==> src/hw/rtl/slins_pkg.sv <==
// Shared codes and types for the sorted list insert unit.
package slins_pkg;

	localparam logic FUNC_INSERT = 1'b0;
	localparam logic FUNC_READ   = 1'b1;

	// Per-cell control, driven by the top level each cycle.
	typedef struct packed {
		logic ins;   // commit an insert this cycle
		logic valid; // cell holds a live entry
		logic sel;   // cell addressed by a read
	} cell_ctl_t;

endpackage

==> src/hw/rtl/slins_cell.sv <==
// One storage cell of the sorted list: compare, hold or shift.
module slins_cell import slins_pkg::*; #(
	parameter int W        = 16,
	parameter int IDX_W    = 4,
	parameter int CELL_IDX = 0
) (
	input  logic                clk,
	input  cell_ctl_t           ctl,
	input  logic signed [W-1:0] value,
	input  logic signed [W-1:0] left_entry,
	input  logic                left_le,
	output logic signed [W-1:0] entry,
	output logic                le,
	output logic [IDX_W-1:0]    pos_term,
	output logic [W-1:0]        rd_term
);

	logic signed [W-1:0] entry_q;
	logic                slot;

	// live entries are kept in order, so le forms a run of ones from cell 0
	assign le    = ctl.valid && (entry_q <= value);
	assign slot  = !le && left_le;
	assign entry = entry_q;

	assign pos_term = slot ? IDX_W'(CELL_IDX) : '0;
	assign rd_term  = ctl.sel ? entry_q : '0;

	always_ff @(posedge clk) begin
		if (ctl.ins && !le) begin
			entry_q <= left_le ? value : left_entry;
		end
	end

endmodule

==> src/hw/rtl/sorted_list_insert_unit.sv <==
// Top level of the sorted list insert unit: cell chain, count and result register.
//
// Holds up to CAPACITY signed entries in ascending order in a row of cells. In a transaction,
// all cells compare against the incoming value at once and those above the insert slot take
// their lower neighbour's entry on the same edge, while a read selects one cell by index.
// A new item is accepted every cycle as long as the result register is empty or being
// drained; the result appears in the cycle after acceptance. Inserts into a full list
// leave it unchanged and set error; reads at or beyond the count return zero with error set.
// The list is empty after reset.
module sorted_list_insert_unit import slins_pkg::*; #(
	parameter int CAPACITY    = 16,
	parameter int VALUE_WIDTH = 16,
	localparam int IDX_W = (CAPACITY > 1) ? $clog2(CAPACITY) : 1,
	localparam int CNT_W = $clog2(CAPACITY + 1)
) (
	input  logic                          clk,
	input  logic                          arst_n,
	input  logic                          in_valid,
	output logic                          in_ready,
	input  logic                          func,
	input  logic signed [VALUE_WIDTH-1:0] value,
	input  logic [IDX_W-1:0]              index,
	output logic                          out_valid,
	input  logic                          out_ready,
	output logic signed [VALUE_WIDTH-1:0] read_value,
	output logic [IDX_W-1:0]              position,
	output logic [CNT_W-1:0]              entry_count,
	output logic                          error
);

	logic [CNT_W-1:0]             cnt_q;
	logic                         out_valid_q;
	logic signed [VALUE_WIDTH-1:0] read_value_q;
	logic [IDX_W-1:0]             position_q;
	logic [CNT_W-1:0]             entry_count_q;
	logic                         error_q;

	logic                         in_acc;
	logic                         full;
	logic                         do_ins;
	logic                         rd_err;

	logic signed [VALUE_WIDTH-1:0] entry_w [CAPACITY];
	logic [CAPACITY-1:0]           le_w;
	logic [IDX_W-1:0]              pos_w   [CAPACITY];
	logic [VALUE_WIDTH-1:0]        rd_w    [CAPACITY];
	cell_ctl_t                     ctl_w   [CAPACITY];

	logic [IDX_W-1:0]              pos_or;
	logic [VALUE_WIDTH-1:0]        rd_or;

	assign in_ready = !out_valid_q || out_ready;
	assign in_acc   = in_valid && in_ready;
	assign full     = (cnt_q == CNT_W'(CAPACITY));
	assign do_ins   = in_acc && (func == FUNC_INSERT) && !full;
	assign rd_err   = (CNT_W'(index) >= cnt_q);

	for (genvar i = 0; i < CAPACITY; i++) begin : g_cell
		assign ctl_w[i].ins   = do_ins;
		assign ctl_w[i].valid = (cnt_q > CNT_W'(i));
		assign ctl_w[i].sel   = (index == IDX_W'(i));

		if (i == 0) begin : g_first
			slins_cell #(.W(VALUE_WIDTH), .IDX_W(IDX_W), .CELL_IDX(i)) u_cell (
				.clk        (clk),
				.ctl        (ctl_w[i]),
				.value      (value),
				.left_entry (value),
				.left_le    (1'b1),
				.entry      (entry_w[i]),
				.le         (le_w[i]),
				.pos_term   (pos_w[i]),
				.rd_term    (rd_w[i])
			);
		end else begin : g_rest
			slins_cell #(.W(VALUE_WIDTH), .IDX_W(IDX_W), .CELL_IDX(i)) u_cell (
				.clk        (clk),
				.ctl        (ctl_w[i]),
				.value      (value),
				.left_entry (entry_w[i-1]),
				.left_le    (le_w[i-1]),
				.entry      (entry_w[i]),
				.le         (le_w[i]),
				.pos_term   (pos_w[i]),
				.rd_term    (rd_w[i])
			);
		end
	end

	// at most one cell flags the slot and at most one is selected, so OR is a mux
	always_comb begin
		pos_or = '0;
		rd_or  = '0;
		for (int i = 0; i < CAPACITY; i++) begin
			pos_or = pos_or | pos_w[i];
			rd_or  = rd_or | rd_w[i];
		end
	end

	always_ff @(posedge clk or negedge arst_n) begin
		if (!arst_n) begin
			cnt_q       <= '0;
			out_valid_q <= 1'b0;
		end else begin
			if (do_ins) begin
				cnt_q <= cnt_q + CNT_W'(1);
			end
			if (in_acc) begin
				out_valid_q <= 1'b1;
			end else if (out_ready) begin
				out_valid_q <= 1'b0;
			end
		end
	end

	always_ff @(posedge clk) begin
		if (in_acc) begin
			if (func == FUNC_INSERT) begin
				read_value_q  <= '0;
				position_q    <= full ? '0 : pos_or;
				entry_count_q <= full ? cnt_q : cnt_q + CNT_W'(1);
				error_q       <= full;
			end else begin
				read_value_q  <= rd_err ? '0 : $signed(rd_or);
				position_q    <= '0;
				entry_count_q <= cnt_q;
				error_q       <= rd_err;
			end
		end
	end

	assign out_valid   = out_valid_q;
	assign read_value  = read_value_q;
	assign position    = position_q;
	assign entry_count = entry_count_q;
	assign error       = error_q;

	a_cnt_bound: assert property (@(posedge clk) disable iff (!arst_n)
		cnt_q <= CNT_W'(CAPACITY))
		else $error("entry count above capacity");

	a_cnt_step: assert property (@(posedge clk) disable iff (!arst_n)
		do_ins |=> cnt_q == $past(cnt_q) + CNT_W'(1))
		else $error("insert did not advance the count");

	a_ordered: assert property (@(posedge clk) disable iff (!arst_n)
		cnt_q >= CNT_W'(2) |-> entry_w[0] <= entry_w[1])
		else $error("lowest cells out of order");

	a_full_err: assert property (@(posedge clk) disable iff (!arst_n)
		in_acc && func == FUNC_INSERT && full |=> out_valid_q && error_q && position_q == '0)
		else $error("insert into full list not flagged");

endmodule
==> config.mk <==
export PLATFORM = sky130hd
export DESIGN_NAME = sorted_list_insert_unit
export DESIGN_NICKNAME = d
export VERILOG_FILES = /design/src/hw/rtl/slins_pkg.sv /design/src/hw/rtl/slins_cell.sv /design/src/hw/rtl/sorted_list_insert_unit.sv
export SDC_FILE = /design/constraint.sdc
export NUM_CORES = 1
export LEC_CHECK = 0
export ABC_CLOCK_PERIOD_IN_PS = 8800
export BUFFER_PORTS_ARGS = -buffer_cell sky130_fd_sc_hd__buf_4
export CORE_UTILIZATION = 45
export CTS_CLUSTER_SIZE = 25
export DETAILED_ROUTE_END_ITERATION = 16
export PLACE_DENSITY = 0.62
export SLEW_MARGIN = 20
export SYNTH_ARGS = -nofsm -noshare
export SYNTH_HDL_FRONTEND = slang
export SYNTH_HIERARCHICAL = 1
export SYNTH_SLANG_ARGS = --single-unit
==> constraint.sdc <==
create_clock -name clk -period 8.8 [get_ports clk]
set_clock_uncertainty 0.05 [all_clocks]
set_input_delay 1.32 -clock clk [delete_from_list [all_inputs] [get_ports clk]]
set_output_delay 1.32 -clock clk [all_outputs]
set_load 0.01 [all_outputs]
Yosys cells after proc, flatten, opt, wreduce, memory -nomap -nowiden
Index checks and enable logic that the tools add are counted.
- RAM bits: 0
- input port bits: 25
- latch bits: 0
- memories kept: 0
- bits in registers: 288
- bits in read-only memories: 0
- div/mod/pow operators: 0
- reductions and logical operators: 73
- equal/unequal tests: 16
- shift-type cells: 0
- order comparisons: 33
- mux-type cells: 51
- bitwise gates (word level): 30
- add/sub/neg operators: 1
- multipliers: 0
- operators by type and width (kind ; number):
    $mux 16 ; 31
    $le 16x16->1 ; 16
    $or 16x16->16 ; 15
    $or 4x4->4 ; 14
    $logic_and 1x1->1 ; 50
    $gt 5x4->1 const B ; 8
    $eq 4x4->1 const B ; 8
    $mux 4 ; 8
    $gt 5x3->1 const B ; 4
    $logic_not 1->1 ; 18
    $eq 4x3->1 const B ; 4
    $mux 3 ; 4
    $gt 5x1->1 const B ; 2
    $gt 5x2->1 const B ; 2
    $mux 5 ; 2
    $eq 4x2->1 const B ; 2
    $add 5x1->5 const B ; 1
    $eq 5x5->1 const B ; 1
    $ge 4x5->1 ; 1
    $eq 4x1->1 const B ; 1
    $logic_not 4->1 ; 1
    $mux 1 ; 4
    $mux 2 ; 2
    $reduce_or 2->1 ; 2
    other kinds (3) ; 3

Longest topological paths before layout
Gate-level depths: netlist of the first run.
- depth after elaboration: 19
- gate-level depth with buffers: 15
- mapped depth without buffers: 12

Hierarchy
Netlist of the first run, hierarchy kept.
- modules (own cells, without submodules) (module ; area each (um2) ; times used ; cells an instance ; seq. area each (um2)):
    slins_cell at g_cell[10].g_rest.u_cell ... ; 1278.7 ; 14 ; 124 ; 480.5
    sorted_list_insert_unit ; 2344.7 ; 1 ; 256 ; 930.9
    slins_cell at g_cell[15].g_rest.u_cell ; 1275.0 ; 1 ; 123 ; 480.5
    slins_cell at g_cell[0].g_first.u_cell ; 1273.7 ; 1 ; 120 ; 480.5

Worst setup path before layout of the first run
Ideal clock, no wire load.
- path kind: input port to flip-flop
- from: input value[9]
- to: register g_cell[10].g_rest.u_cell.entry_q[0], enable pin
- stages on the path: 7
- path slack: 4.594 ns
- data required time: 8.334 ns
- buffers on the path: 0
- arrival: 3.740 ns
- cell sequence: inv_1 ha_1 a21o_1 a211o_1 o221ai_2 a21oi_1 o32ai_1
- cells in the longest elaborated chain, start to end: 4
- ends and longest elaborated chain (element ; RTL line ; RTL):
    start, declared ; sorted_list_insert_unit.sv:21 ; input logic signed [VALUE_WIDTH-1:0] value,
    $le 16x16->1 ; slins_cell.sv:22 ; assign le = ctl.valid && (entry_q <= value);
    $logic_and 1x1->1 ; slins_cell.sv:22 ;
    $logic_not 1->1 ; slins_cell.sv:30 ; if (ctl.ins && !le) begin
    $logic_and 1x1->1 ; slins_cell.sv:30 ;
    end signal, assigned ; slins_cell.sv:31 ; entry_q <= left_le ? value : left_entry;
    end, declared ; slins_cell.sv:18 ; logic signed [W-1:0] entry_q;
Every way passes these cells.
A chain may end at the register's enable or synchronous reset.

==> results of run 1 <==
-- state kept, by name (all words and copies together) (netlist names) --
name	cells
entry_count	5
position	4
g_cell.g_first.u_cell/entry	16
read_value	16
error	1
cnt_q	5
out_valid	1
g_cell.g_rest.u_cell/entry	240
-- power by group --
| part | internal, mW | switching [mW] |
|---|---|---|
| combinational | 0.684 | 0.911 |
| clock | 0.893 | 0.619 |
| sequential | 1.79 | 0.201 |
| total | 3.36 | 1.73 |
-- worst paths after layout --
check | start | endpoint | slack [ps] | cells past startpoint
min in group clk | g_cell[11].g_rest.u_cell/entry[2] | g_cell[12].g_rest.u_cell/entry[2] | 570 | 1
worst min register to register | g_cell[11].g_rest.u_cell/entry[2] | g_cell[12].g_rest.u_cell/entry[2] | 570 | 1
worst max-delay path | value[9] | position[0] | 3790 | 13
worst min-delay path | arst_n | out_valid | 520 | 1
max in group asynchronous | arst_n | cnt_q[4] | 8040 | 1
worst max register to register | cnt_q[1] | position[1] | 4660 | 9
-- metal layers --
| layer | vias to the layer above | part of all wire [%] | wire length, um | track usage [%] |
|---|---|---|---|---|
| li1 | 7920 | - | - | - |
| met1 | 8472 | 44 | 32800 | 40.9 |
| met2 | 788 | 43 | 32300 | 44.2 |
| met3 | 163 | 8.1 | 6090 | 5.49 |
| met4 | 4 | 4.8 | 3580 | 12.7 |
| met5 | - | 0.031 | 23 | 0 |
-- per-stage QoR --
| step | setup WS (ps) | area (um^2) | std cells | utilization (%) | power (mW) |
|---|---|---|---|---|---|
| floorplan | 4590 | 22800 | 2250 | - | 3.11 |
| finish | 3790 | 24900 | 2939 | 49.7 | 5.10 |
| CTS | 3970 | 24900 | 2939 | 49.6 | 5.08 |
| detailed placement | 3400 | 23700 | 2875 | 47.3 | 3.56 |
| global route | 3710 | 24900 | 2939 | 49.7 | 5.30 |
| global placement | 3290 | 23600 | 2875 | 47.2 | 3.51 |
-- layout make-up --
cell class | count | area, um^2
Clock buffer | 45 | 996
Multi-Input combinational cell | 1488 | 12400
Fill cell | 4540 | 25200
Sequential cell | 288 | 8620
Clock inverter | 19 | 189
Tap cell | 672 | 841
Inverter | 354 | 1330
Timing Repair Buffer | 73 | 548
==> qor.csv, run 1 <==
metric;value;unit
Power Dens Cells;205;mW/mm^2
fin. max-slew vios;0;
Longest Clk Path Bufs;3;
H-Tree Depth;2;
Top Ports;53;
clk sinks;288;
number of buffers created by CTS;36;
vias in the first global route;16600;
core area;0.0501;mm^2
worst vdd ir;0.116;mV
die height;227;um
1st-pass router iterations;8;
Final #Nets;2531;
average size of a mapped cell;10.2;um^2
synthesis-to-layout area growth;9.23;%
latest clock arrival within the worst-skew pair;570;ps
Hold WC Path Type;in -> async;
RSZ-0062 raised after global routing;no;
Max Cap Viol;0;
number of port buffers;52;
detailed placement HPWL;52.8;mm
Tmin final;5010;ps
Antenna diodes;0;
grt ovf;0;
Max-slew headroom;14.7;%
Cell Rows;82;
Initial Util;45.5;%
Routed Antenna Nets;0;
Crit Path Class;in -> reg;
Setup crit end kind;register;
Worst path top cell family by delay;compound AO/OA/AOI/OAI gates;
clock root buffer;clkbuf_16;
Post-CTS Hold Buffers;0;
slowest cell delay on critical path;900;ps
crit start category;primary input;
DRT iter0 DRCs;1932;
first-pass GRT wire length;109;mm
PostCTS Resize Cnt;0;
leakage power;10.6;nW
fmax;0.200;GHz
Final GP Congestion;0.963;
Worst-path clk slew;60;ps
CP Data Arrival Time;5400;ps
status;complete, no violations;
Worst EP required;9190;ps
drt drc;0;
Worst Tran Pin Value;1270;ps
most common cell after layout, fill and taps aside;inv_1;
via count;17300;
GRT Total Usage;29.3;%
vias per cell;5.90;
initial antenna violation count;3;
Die X;227;um
TritonCTS clock tree;done;
routed length per instance;25.4;um
area of the die;0.0515;mm^2
Post-CTS Setup Repair Bufs;0;
commonest cells after routing, fill and taps aside;inv_1 (353), edfxtp_1 (282), ha_1 (265);
worst-path fanout max;33;
Yosys warnings;6;
Post-Syn Area;0.0228;mm^2
CP max stage cell;o32ai_1;
Routed WL;74.7;mm
CP bufs+invs;2;
share of cells above drive strength 1;19.8;%
largest net degree at the start of global routing;35;
Hold Violations, Final;0;
Final Cycle Share;56.9;%
Hold Slack;515;ps
final setup vio count;0;
cell count after synthesis;2233;
setup tns final;0;ps
worst-path cell chain;buf_4 -> inv_1 -> ha_1 -> a21o_1 -> a211o_1 -> o221ai_2 -> and4b_1 -> o31a_1 -> nand2_1 -> o32ai_1 -> nor4_1 -> nand4_1 -> and2_1;
Power figures use the tool's default switching activity.
==> inputs of run 2 (changes only) <==
ABC_AREA = 1   (was not set)
ABC_CLOCK_PERIOD_IN_PS = 4430   (was 8800)
PLACE_DENSITY = 0.64   (was 0.62)
clock period = 4.43 ns   (was 8.8 ns; I/O delays follow)
==> run 2 against run 1 <==
Compared with the run above:
- worst setup slack got worse by 2700 ps
- largest power group unchanged
- area after synthesis increased by 5.4%
- non-clock buffer count increased by 32
- register-to-register slack got worse by 3600 ps
- via count increased by 19%
- clock power increased by 100%
- final area increased by 4.8%
- count of clock-buffer cells in the layout increased by 1
- first-iteration DRC count increased by 12%
- largest cell class unchanged
- power increased by 130%
- die area increased by 5.3%
- combinational power increased to 2.7 times the previous value
==> qor.csv, run 2 <==
metric;value;unit
sequential standard cell area;0.00862;mm^2
Placed Area;0.0249;mm^2
Hold Violations, Final;0;
RSZ-0062 raised after global routing;no;
core area;0.0527;mm^2
fmax;0.299;GHz
leakage power;14.5;nW
clock root buffer;clkbuf_16;
Setup crit end kind;register;
final setup vio count;0;
vias in the first global route;18600;
Yosys warnings;6;
Largest register FFs;240;
number of buffers created by CTS;38;
R2R Setup Slk;1090;ps
Max Cap Viol;0;
share of cells above drive strength 1;8.75;%
Final GP Congestion;0.951;
fin util;49.5;%
largest net degree at the start of global routing;34;
hold path cells;4;
Longest Clk Path Bufs;3;
vias per cell;5.07;
GRT Total Usage;27.7;%
die height;233;um
status;complete, no violations;
Post-CTS Setup Repair Bufs;0;
area of the die;0.0543;mm^2
Initial Util;45.6;%
Reg2Reg Depth;12;
Hold WC Path Type;in -> reg;
Worst-path clk slew;50;ps
Final Cycle Share;75.4;%
clk sinks;288;
average size of a mapped cell;7.21;um^2
first-pass GRT wire length;111;mm
routed length per instance;18.3;um
worst vdd ir;0.337;mV
Cell Rows;84;
commonest cells after routing, fill and taps aside;nand2_1 (1,008), inv_1 (659), nor2_1 (287);
cell count after synthesis;3331;
Final #Nets;3636;
CP Data Arrival Time;3720;ps
Die X;233;um
Max-slew headroom;31.9;%
Antenna diodes;0;
detailed placement HPWL;54.7;mm
synthesis-to-layout area growth;8.68;%
setup tns final;0;ps
worst-path fanout max;9;
most common cell after layout, fill and taps aside;nand2_1;
Design Area, Final;0.0261;mm^2
TritonCTS clock tree;done;
grt ovf;0;
PostCTS Resize Cnt;0;
1st-pass router iterations;6;
fin. max-slew vios;0;
Tmin final;3340;ps
Power Dens Cells;443;mW/mm^2
latest clock arrival within the worst-skew pair;570;ps
Post-CTS Hold Buffers;1;
Worst EP required;4810;ps
Multi-input gate area;0.0120;mm^2
DRT iter0 DRCs;2155;
via count;20600;
crit start category;register;
Worst Tran Pin Value;1010;ps
Filler cells;5233;
Post-Syn Area;0.0240;mm^2
number of port buffers;52;
total power;11.6;mW
Setup WS pre-CTS;925;ps
Top Ports;53;
fin worst setup slack;1090;ps
Routed WL;74.2;mm
H-Tree Depth;2;
Crit Path Class;reg -> reg;
initial antenna violation count;0;
drt drc;0;
Routed Antenna Nets;0;
-- run 2: per-layer routing --
metal,vias up,track usage [%],wire [um]
li1,10300,-,-
met1,9311,40.6,33900
met2,824,40.9,30900
met3,137,4.47,6900
met4,0,9.74,2460
met5,-,0,0
-- run 2: final cells by class --
| cell class | instances | area share [%] |
|---|---|---|
| clock buffers | 46 | 4.00 |
| clock inverters | 21 | 0.537 |
| inverters | 708 | 10.2 |
| multi-input cells | 2205 | 45.9 |
| flip-flops and latches | 288 | 33.0 |
| well taps | 688 | 3.30 |
| repair buffers | 105 | 3.03 |
-- run 2: worst max-delay path, stage by stage, from the launching register on --
cell and delay, ps:
dfrtp_1 520, inv_1 240, ha_1 270, inv_1 60, nand2_1 70, o21ai_0 740
a21boi_1 300, inv_1 80, a21oi_1 470, nor2_1 120, nand4_1 160, nor2_1 50
nor2_1 70
-- run 2: through the flow --
step | instances | hold slack, ps
finish | 4061 | 341
CTS | 4061 | 319
global placement | 3992 | 431
detailed placement | 3993 | 432
global route | 4061 | 359
floorplan | 3351 | 319
-- run 2: path summary, 6_finish.rpt --
check                           from           to
max                         cnt_q[1]  position[2]
min                        out_ready    out_valid
max reg2reg                 cnt_q[1]  position[2]
min reg2reg                out_valid    out_valid
max in group asynchronous     arst_n    out_valid
min in group asynchronous     arst_n     cnt_q[4]
-- run 2: report_power, final --
group	switching (mW)	total [mW]	internal [mW]
Sequential	0.482	4.28	3.80
Clock	1.27	3.05	1.78
Combinational	2.87	4.23	1.36
Total	4.62	11.6	6.94
